## src/sv/positional_insert_delete_list_macros.svh

```systemverilog
// Assertion helpers used by the list controller.
`ifndef POSITIONAL_INSERT_DELETE_LIST_MACROS_SVH
`define POSITIONAL_INSERT_DELETE_LIST_MACROS_SVH

// same-cycle implication, checked outside reset
`define PIDL_ASSERT_IMPL(lbl, ante, cons) \
  lbl: assert property (@(posedge clk) disable iff (!rst_n) (ante) |-> (cons)) \
    else $error("list assertion failed");

// next-cycle implication, checked outside reset
`define PIDL_ASSERT_NEXT(lbl, ante, cons) \
  lbl: assert property (@(posedge clk) disable iff (!rst_n) (ante) |=> (cons)) \
    else $error("list assertion failed");

`endif

```

## src/sv/pidl_pkg.sv

```systemverilog
package pidl_pkg;

  localparam int OP_W       = 2;
  localparam int VAL_W      = 32;
  localparam int POS_W      = 5;
  localparam int IDX_W      = 4;
  localparam int CNT_W      = 5;
  localparam int DEPTH_DEF  = 16;
  localparam int DUMP_LIMIT = 1 << IDX_W;

  typedef enum logic [OP_W-1:0] {
    OP_INSERT = 2'd0,
    OP_REMOVE = 2'd1,
    OP_DUMP   = 2'd2
  } op_e_t;

  typedef enum logic [1:0] {
    ST_OK      = 2'd0,
    ST_INVALID = 2'd1,
    ST_FULL    = 2'd2
  } status_t;

  typedef struct packed {
    logic             do_insert;
    logic             do_remove;
    logic             load_out;
    status_t          res_status;
    logic             res_dump;
    logic             res_last;
    logic [IDX_W-1:0] rd_idx;
  } ctl_cmd_t;

  typedef struct packed {
    logic ins_bad_pos;
    logic full;
    logic rem_bad;
    logic empty;
    logic dump_last;
  } dp_stat_t;

endpackage

```

## src/sv/positional_insert_delete_list.sv

```systemverilog
// Ordered list of up to DEPTH signed 32-bit entries with insert at a position,
// remove at a position and dump. Insert, remove, an empty dump and an unused
// op each give one result; the whole list shifts at once, in the same update
// that loads that result. A dump gives min(count, 16) results, one per cycle
// while the consumer does not stall, stepping a read index through the entry
// registers; no new transaction is taken until the final result of the dump
// is loaded into the output register. A result waiting in the output register
// does not block the next transaction when the consumer takes it in the same
// cycle. The list is empty after reset, with no clearing pass.
module positional_insert_delete_list
  import pidl_pkg::*;
#(
  parameter int DEPTH = DEPTH_DEF
) (
  input  logic                    clk,
  input  logic                    rst_n,
  input  logic                    in_valid,
  output logic                    in_stall,
  input  logic [OP_W-1:0]         in_op,
  input  logic signed [VAL_W-1:0] in_value,
  input  logic [POS_W-1:0]        in_position,
  output logic                    out_valid,
  input  logic                    out_stall,
  output logic [1:0]              out_status,
  output logic signed [VAL_W-1:0] out_element,
  output logic [IDX_W-1:0]        out_index,
  output logic [CNT_W-1:0]        out_count,
  output logic                    out_last
);

  ctl_cmd_t cmd;
  dp_stat_t stat;

  pidl_controller u_ctl (
    .clk       (clk),
    .rst_n     (rst_n),
    .in_valid  (in_valid),
    .in_stall  (in_stall),
    .in_op     (in_op),
    .out_valid (out_valid),
    .out_stall (out_stall),
    .stat      (stat),
    .cmd       (cmd)
  );

  pidl_datapath #(
    .DEPTH (DEPTH)
  ) u_dp (
    .clk         (clk),
    .rst_n       (rst_n),
    .cmd         (cmd),
    .stat        (stat),
    .in_value    (in_value),
    .in_position (in_position),
    .out_status  (out_status),
    .out_element (out_element),
    .out_index   (out_index),
    .out_count   (out_count),
    .out_last    (out_last)
  );

endmodule

```

## src/sv/pidl_datapath.sv

```systemverilog
module pidl_datapath
  import pidl_pkg::*;
#(
  parameter int DEPTH = DEPTH_DEF
) (
  input  logic                    clk,
  input  logic                    rst_n,
  input  ctl_cmd_t                cmd,
  output dp_stat_t                stat,
  input  logic signed [VAL_W-1:0] in_value,
  input  logic [POS_W-1:0]        in_position,
  output logic [1:0]              out_status,
  output logic signed [VAL_W-1:0] out_element,
  output logic [IDX_W-1:0]        out_index,
  output logic [CNT_W-1:0]        out_count,
  output logic                    out_last
);

  localparam int CW = $clog2(DEPTH + 1);
  localparam int AW = (DEPTH > 1) ? $clog2(DEPTH) : 1;
  localparam int EW = (CW > POS_W) ? CW : POS_W;

  logic signed [VAL_W-1:0] entries_r [DEPTH];
  logic signed [VAL_W-1:0] ent_nxt   [DEPTH];
  logic [CW-1:0]           count_r;
  logic [CW-1:0]           count_nxt;
  logic [EW-1:0]           pos_x;
  logic [EW-1:0]           cnt_x;
  logic [EW-1:0]           idx_x;
  logic [AW-1:0]           rd_addr;

  status_t                 status_r;
  logic signed [VAL_W-1:0] element_r;
  logic [IDX_W-1:0]        index_r;
  logic [CNT_W-1:0]        ocount_r;
  logic                    last_r;

  assign pos_x   = EW'(in_position);
  assign cnt_x   = EW'(count_r);
  assign idx_x   = EW'(cmd.rd_idx);
  assign rd_addr = AW'(cmd.rd_idx);

  assign stat.ins_bad_pos = pos_x > cnt_x;
  assign stat.full        = count_r == CW'(DEPTH);
  assign stat.rem_bad     = pos_x >= cnt_x;
  assign stat.empty       = count_r == '0;
  assign stat.dump_last   = (idx_x + EW'(1) == cnt_x) ||
                            (cmd.rd_idx == IDX_W'(DUMP_LIMIT - 1));

  always_comb begin
    count_nxt = count_r;
    if (cmd.do_insert) begin
      count_nxt = count_r + CW'(1);
    end else if (cmd.do_remove) begin
      count_nxt = count_r - CW'(1);
    end
  end

  for (genvar i = 0; i < DEPTH; i++) begin : g_slot
    logic signed [VAL_W-1:0] below_w;
    logic signed [VAL_W-1:0] above_w;

    if (i > 0) begin : g_below
      assign below_w = entries_r[i-1];
    end else begin : g_no_below
      assign below_w = entries_r[i];
    end

    if (i < DEPTH - 1) begin : g_above
      assign above_w = entries_r[i+1];
    end else begin : g_no_above
      assign above_w = entries_r[i];
    end

    assign ent_nxt[i] =
      (cmd.do_insert && EW'(i) == pos_x)                          ? in_value :
      (cmd.do_insert && EW'(i) > pos_x && EW'(i) <= cnt_x)        ? below_w  :
      (cmd.do_remove && EW'(i) >= pos_x && EW'(i + 1) < cnt_x)    ? above_w  :
                                                                    entries_r[i];
  end

  always_ff @(posedge clk) begin
    entries_r <= ent_nxt;
  end

  always_ff @(posedge clk) begin
    if (!rst_n) begin
      count_r <= '0;
    end else begin
      count_r <= count_nxt;
    end
  end

  always_ff @(posedge clk) begin
    if (cmd.load_out) begin
      status_r  <= cmd.res_status;
      element_r <= cmd.res_dump ? entries_r[rd_addr] : '0;
      index_r   <= cmd.res_dump ? cmd.rd_idx : '0;
      ocount_r  <= CNT_W'(count_nxt);
      last_r    <= cmd.res_last;
    end
  end

  assign out_status  = status_r;
  assign out_element = element_r;
  assign out_index   = index_r;
  assign out_count   = ocount_r;
  assign out_last    = last_r;

endmodule

```

## src/sv/pidl_controller.sv

```systemverilog
`include "positional_insert_delete_list_macros.svh"

module pidl_controller
  import pidl_pkg::*;
(
  input  logic            clk,
  input  logic            rst_n,
  input  logic            in_valid,
  output logic            in_stall,
  input  logic [OP_W-1:0] in_op,
  output logic            out_valid,
  input  logic            out_stall,
  input  dp_stat_t        stat,
  output ctl_cmd_t        cmd
);

  typedef enum logic {
    S_IDLE,
    S_DUMP
  } state_t;

  state_t           state_r;
  state_t           state_nxt;
  logic             out_valid_r;
  logic             out_valid_nxt;
  logic [IDX_W-1:0] idx_r;
  logic [IDX_W-1:0] idx_nxt;
  logic             load_ok;
  logic             accept;
  op_e_t            op;

  assign op       = op_e_t'(in_op);
  assign load_ok  = !out_valid_r || !out_stall;
  assign in_stall = !(state_r == S_IDLE && load_ok);
  assign accept   = in_valid && !in_stall;

  always_comb begin
    state_nxt      = state_r;
    idx_nxt        = idx_r;
    cmd            = '0;
    cmd.res_status = ST_OK;
    cmd.rd_idx     = idx_r;
    unique case (state_r)
      S_IDLE: begin
        if (accept) begin
          cmd.load_out = 1'b1;
          cmd.res_last = 1'b1;
          unique case (op)
            OP_INSERT: begin
              if (stat.ins_bad_pos) begin
                cmd.res_status = ST_INVALID;
              end else if (stat.full) begin
                cmd.res_status = ST_FULL;
              end else begin
                cmd.do_insert = 1'b1;
              end
            end
            OP_REMOVE: begin
              if (stat.rem_bad) begin
                cmd.res_status = ST_INVALID;
              end else begin
                cmd.do_remove = 1'b1;
              end
            end
            OP_DUMP: begin
              if (stat.empty) begin
                cmd.res_status = ST_INVALID;
              end else begin
                cmd.res_dump = 1'b1;
                cmd.res_last = stat.dump_last;
                if (!stat.dump_last) begin
                  state_nxt = S_DUMP;
                  idx_nxt   = idx_r + IDX_W'(1);
                end
              end
            end
            default: begin
              cmd.res_status = ST_INVALID;
            end
          endcase
        end
      end
      S_DUMP: begin
        if (load_ok) begin
          cmd.load_out = 1'b1;
          cmd.res_dump = 1'b1;
          cmd.res_last = stat.dump_last;
          if (stat.dump_last) begin
            state_nxt = S_IDLE;
            idx_nxt   = '0;
          end else begin
            idx_nxt = idx_r + IDX_W'(1);
          end
        end
      end
      default: begin
        state_nxt = S_IDLE;
      end
    endcase
  end

  assign out_valid_nxt = cmd.load_out || (out_valid_r && out_stall);

  always_ff @(posedge clk) begin
    if (!rst_n) begin
      state_r     <= S_IDLE;
      out_valid_r <= 1'b0;
      idx_r       <= '0;
    end else begin
      state_r     <= state_nxt;
      out_valid_r <= out_valid_nxt;
      idx_r       <= idx_nxt;
    end
  end

  assign out_valid = out_valid_r;

  `PIDL_ASSERT_IMPL(a_no_overwrite, out_valid_r && out_stall, !cmd.load_out)
  `PIDL_ASSERT_NEXT(a_result_held, out_valid_r && out_stall, out_valid_r)
  `PIDL_ASSERT_IMPL(a_one_update, cmd.do_insert || cmd.do_remove,
                    cmd.load_out && !(cmd.do_insert && cmd.do_remove))
  `PIDL_ASSERT_NEXT(a_dump_ends, state_r == S_DUMP && cmd.load_out && cmd.res_last,
                    state_r == S_IDLE && idx_r == '0)

endmodule
```

## config.mk

```make
export PLATFORM = sky130hd
export DESIGN_NAME = positional_insert_delete_list
export DESIGN_NICKNAME = d
export VERILOG_FILES = /design/src/sv/pidl_pkg.sv /design/src/sv/positional_insert_delete_list.sv /design/src/sv/pidl_datapath.sv /design/src/sv/pidl_controller.sv
export VERILOG_INCLUDE_DIRS = /design/src /design/src/sv
export SDC_FILE = /design/constraint.sdc
export NUM_CORES = 2
export LEC_CHECK = 0
export ABC_AREA = 1
export ABC_CLOCK_PERIOD_IN_PS = 6800
export BUFFER_PORTS_ARGS = -buffer_cell sky130_fd_sc_hd__buf_4
export CAP_MARGIN = 0
export CORE_ASPECT_RATIO = 2
export CORE_MARGIN = 2
export CORE_UTILIZATION = 56
export CTS_CLUSTER_DIAMETER = 40
export DETAILED_ROUTE_END_ITERATION = 10
export GPL_TIMING_DRIVEN = 0
export PLACE_DENSITY = 0.73
export SLEW_MARGIN = 20
export SYNTH_ARGS = -nofsm -noshare
export SYNTH_HDL_FRONTEND = slang
export SYNTH_HIERARCHICAL = 1
export SYNTH_SLANG_ARGS = --single-unit
export TNS_END_PERCENT = 1
```

## constraint.sdc

```tcl
create_clock -name clk -period 6.8 [get_ports clk]
set_input_delay 1.02 -clock clk [delete_from_list [all_inputs] [get_ports clk]]
set_output_delay 1.02 -clock clk [all_outputs]
set_load 0.05 [all_outputs]
```

==> results of run 1 <==
[cells in the mapped netlist, drive strengths merged (2+ instances only)]
| cell | instances |
|---|---|
| a21oi | 107 |
| a22oi | 2 |
| a31o | 2 |
| buf | 138 |
| clkbuf | 233 |
| clkinv | 2 |
| dfxtp | 11 |
| edfxtp | 556 |
| ha | 11 |
| inv | 607 |
| nand2 | 1628 |
| nand3 | 1164 |
| nand4 | 72 |
| nor2 | 82 |
| nor3 | 5 |
| nor4 | 2 |
| o211ai | 101 |
| o21ai | 149 |
| o22ai | 2 |
| xnor2 | 3 |
| xor2 | 3 |
[kinds of logic after synthesis]
logic type | share of synthesized area [%]
adder cells (fa/ha/maj) | 0.384
AND/OR/NAND/NOR | 35.8
flip-flops | 47.2
buffers and inverters | 10.6
AO/OA/AOI/OAI | 5.86
XOR/XNOR | 0.147
[layer usage]
layer,global-route usage [%],GRT overflow
met3,48.3,12
met1,74.6,4
met4,78.2,228
met5,9.96,0
met2,93.8,253
[through the flow]
stage	worst slack (ns)	TNS [ns]	std cells	hold slack, ns
3_5_place_dp	0.773	0	5796	0.541
2_1_floorplan	2.30	0	4884	0.481
3_3_place_gp	-0.147	-4.59	5770	0.541
4_1_cts	1.21	0	5908	0.553
==> impl_metrics.tcl, run 1 <==
set metrics [dict create \
    syn_area_um2 35800 \
    grt_pass1_vias 43100 \
    stop_stage "global routing (5_1_grt)" \
    grt_pass1_wl_um 351000 \
    stop_error "[ERROR GRT-0116] Global routing finished with congestion. Check the congestion regions in the DRC Viewer." \
    synthTopCellsByArea "edfxtp_1, nand2_1, nand3_1, inv_1, clkbuf_1" \
    dieHeight_um 362 \
    yosys_register_bits 567 \
    hpwl_um 152000 \
    port_buffers 88 \
    ys_seq_area_share_pct 47.2 \
    htree_levels 2 \
    synth_top_flop_cell "edfxtp_1" \
    grt_usage_pct 73.1 \
    cts_buffer_depth 3 \
    cts_resized 0 \
    fp.dieW_um 183 \
    async_reset_ff_share_pct 0 \
    placed_area_um2 37900 \
    synth_edf_count 556 \
    postCtsSetupBuffers 0 \
    yosysTopAreaCellShare_pct 46.6 \
    status "did not finish" \
    cts_made_buffers 60 \
    yosys.area.top_type "edfxtp_1" \
    yosysWarnings 6 \
    clock_sinks 567 \
    ctsHoldBuffers 0 \
    overflow 497 \
    root_buffer "clkbuf_16" \
    num_io_pins 89 \
    yosysUniqueCellTypes 37 \
    avgSynthCellArea_um2 7.34 \
    routabilityCongestion 1.12 \
    initial_core_util_pct 56.3 \
    synthesis.nets 4938 \
    syn_inst 4884 \
    placementRows 131 \
    grt_max_degree 50 \
]
==> run 2, diff against run 1 <==
- CORE_ASPECT_RATIO: 2 -> default
- CORE_UTILIZATION: 56 -> 40
- CTS_CLUSTER_DIAMETER: 40 -> default
- PLACE_DENSITY: 0.73 -> default
- PLACE_DENSITY_LB_ADDON: default -> 0.15
==> run 2 against run 1 <==
The run now ends clean. Synthesized cell count stayed put. Area after synthesis unchanged.
==> impl_metrics.tcl, run 2 <==
set metrics [dict create \
    grt_pass1_wl_um 267000 \
    startpoint "u_dp/cnt_x[2]" \
    wl_per_cell_um 31.1 \
    post-synth-top-count-cell "nand2_1" \
    fin_area_um2 40600 \
    pre_cts_ws_ns 0.510 \
    vdd_drop_max_uv 174 \
    core_area_um2 88500 \
    worstReg2RegStart "u_dp/cnt_x[2]" \
    layout_common_cells "nand2_1, nand3_1, inv_1" \
    worstPathRequired_ns 7.15 \
    yosysUniqueCellTypes 37 \
    port_buffers 88 \
    num_io_pins 89 \
    netlist_top_cells_count "nand2_1, nand3_1, inv_1" \
    setup_ws_ns 0.764 \
    endpoint "u_dp/g_slot[0].above_w[11]" \
    final_common_cell "nand2_1" \
    slew_viol_final 0 \
    syn_inst 4884 \
    rsz0062_at_grt "false" \
    antenna_found_initial 11 \
    power_density_nw_per_um2 205 \
    placed_area_um2 38300 \
    syn_area_um2 35800 \
    drv_cap 0 \
    synthMuxAreaShare_pct 0 \
    avgSynthCellArea_um2 7.34 \
    drive_above_1_share_pct 7.07 \
    clk_transition_reported_paths_ns 0.05 \
    area_growth_pct 13.2 \
    die_area_um2 92000 \
    fin_nets 5118 \
    p_leak_nw 17.9 \
    placementRows 109 \
    period_minus_slack_ns 6.04 \
    synth_top_family_by_area "simple AND/OR/NAND/NOR gates" \
    hold_path_class "reg2reg" \
    drt-total-wl_um 196000 \
    critPathMaxFanout 10 \
    clock_latency_ns 0.66 \
    synthAdderAreaFrac_pct 0.384 \
    largest_reg_flops 416 \
    routabilityCongestion 1.05 \
    maxSlewHeadroom_pct 8.24 \
    overflow 0 \
    synth_simple_gate_area_share_pct 35.8 \
    synthTopCellsByArea "edfxtp_1, nand2_1, nand3_1, inv_1, clkbuf_1" \
    total_power_w 0.00832 \
    htree_levels 3 \
    synth-compound-area-share_pct 5.86 \
    endpoint_kind "flip-flop" \
    grt_usage_pct 41.7 \
    path_class "reg2reg" \
    critPathArrivalTime_ns 6.39 \
    clock_sinks 567 \
    synthesis.nets 4938 \
    start_kind "flip-flop" \
    grt_pass1_vias 35200 \
    initial_core_util_pct 40.5 \
    fp.dieW_um 303 \
    ctsHoldBuffers 0 \
    route.detailed.drc 0 \
    worst_pin_slew_ns 1.38 \
    cts_buffer_depth 3 \
    drtAntennaViolNets 0 \
    cts_tree "built" \
    r2r_end "u_dp/g_slot[0].above_w[11]" \
    synth_top_flop_cell "edfxtp_1" \
    root_buffer "clkbuf_16" \
    yosysWarnings 6 \
    dieHeight_um 303 \
    grt_max_degree 50 \
    dr_total_vias 39000 \
    period_share_pct 88.8 \
    setup_viol 0 \
    post_drt_via_cell_ratio 6.19 \
    async_reset_ff_share_pct 0 \
    cts_resized 0 \
    worstRegToRegCells 17 \
    dr.pass1.iters 7 \
    postCtsSetupBuffers 0 \
    status "finished, final reports clean" \
    synth_xor_area_share_pct 0.147 \
    whs_ns 0.512 \
    synth_edf_count 556 \
    hold_violations 0 \
    cts_made_buffers 71 \
    hpwl_um 139000 \
    yosys.area.top_type "edfxtp_1" \
    yosys_register_bits 567 \
    n_fill_cell 9274 \
    ys_seq_area_share_pct 47.2 \
    yosysTopAreaCellShare_pct 46.6 \
    drt_iter0_markers 7085 \
    fmax_mhz 166 \
    r2r_slack_ns 0.76 \
    clock_skew_ns 0.0394 \
]
==> run 2: cell counts after synthesis <==
Identical to the previous run, type by type.
==> run 2: worst min-delay path by stage <==
stage	start	end	slack, ns	depth (start not counted)
finish	u_ctl/idx_r[3]	u_ctl/idx_r[3]	0.51	2
global route	u_ctl/idx_r[3]	u_ctl/idx_r[3]	0.54	2
detailed placement	u_ctl/idx_r[3]	u_ctl/idx_r[3]	0.50	2
floorplan	u_ctl/idx_r[3]	u_ctl/idx_r[3]	0.48	2
CTS	u_ctl/idx_r[3]	u_ctl/idx_r[3]	0.51	2
global placement	u_ctl/idx_r[3]	u_ctl/idx_r[3]	0.50	2
==> run 2: report_power, final <==
group          total [W]  leakage (nW)  internal (W)  switching [W]
registers        0.00383          5.14       0.00382      0.0000111
logic           0.000703          11.7      0.000126       0.000577
clock network    0.00379          1.09       0.00215        0.00164
total            0.00832          17.9       0.00609        0.00223
==> run 2: cell type report <==
class	count	area (um^2)	share of cell area, %
diodes	8	20.0	0.0494
plain buffers	371	1530	3.78
clock buffers	95	1970	4.87
clock inverters	34	246	0.608
inverters	609	2290	5.64
multi-input cells	3337	15300	37.7
flip-flops and latches	567	16900	41.7
well taps	1165	1460	3.59
repair buffers	107	841	2.07
==> run 2: routing by layer <==
metal / share of wire, % / GRT usage (%)
met1: 36 / 52.5
met2: 40 / 58.2
met3: 16 / 16.8
met4: 8.2 / 28.8
met5: 0.030 / 0.155
==> run 2: cell families after synthesis <==
logic type | after synthesis
adder cells (fa/ha/maj) | 11
XOR/XNOR | 6
AO/OA/AOI/OAI | 364
AND/OR/NAND/NOR | 2956
buffers and inverters | 980
flip-flops | 567
==> run 2: through the flow <==
step | std cells | util [%] | TNS [ns]
floorplan | 4884 | - | 0
global placement | 6137 | 42.9 | -70.76
detailed placement | 6156 | 43.3 | 0
CTS | 6285 | 45.8 | 0
global route | 6286 | 45.8 | 0
finish | 6293 | 45.8 | 0
==> run 2: worst max-delay path, stage by stage (launching register included) <==
cell and delay, ns:
dfxtp_1 0.30, buf_2 0.20, inv_1 0.16, ha_1 0.32
a21oi_1 0.14, o21ai_0 0.09, nor2_1 0.12, a21oi_1 0.09
nor4_1 0.77, inv_1 0.20, buf_2 0.27, nor3_4 0.78
nand2_1 0.66, buf_2 0.43, o211ai_1 0.45, buf_4 0.32
buf_4 0.21, buf_4 0.20
Note: power is estimated with default switching activity, not from simulation.
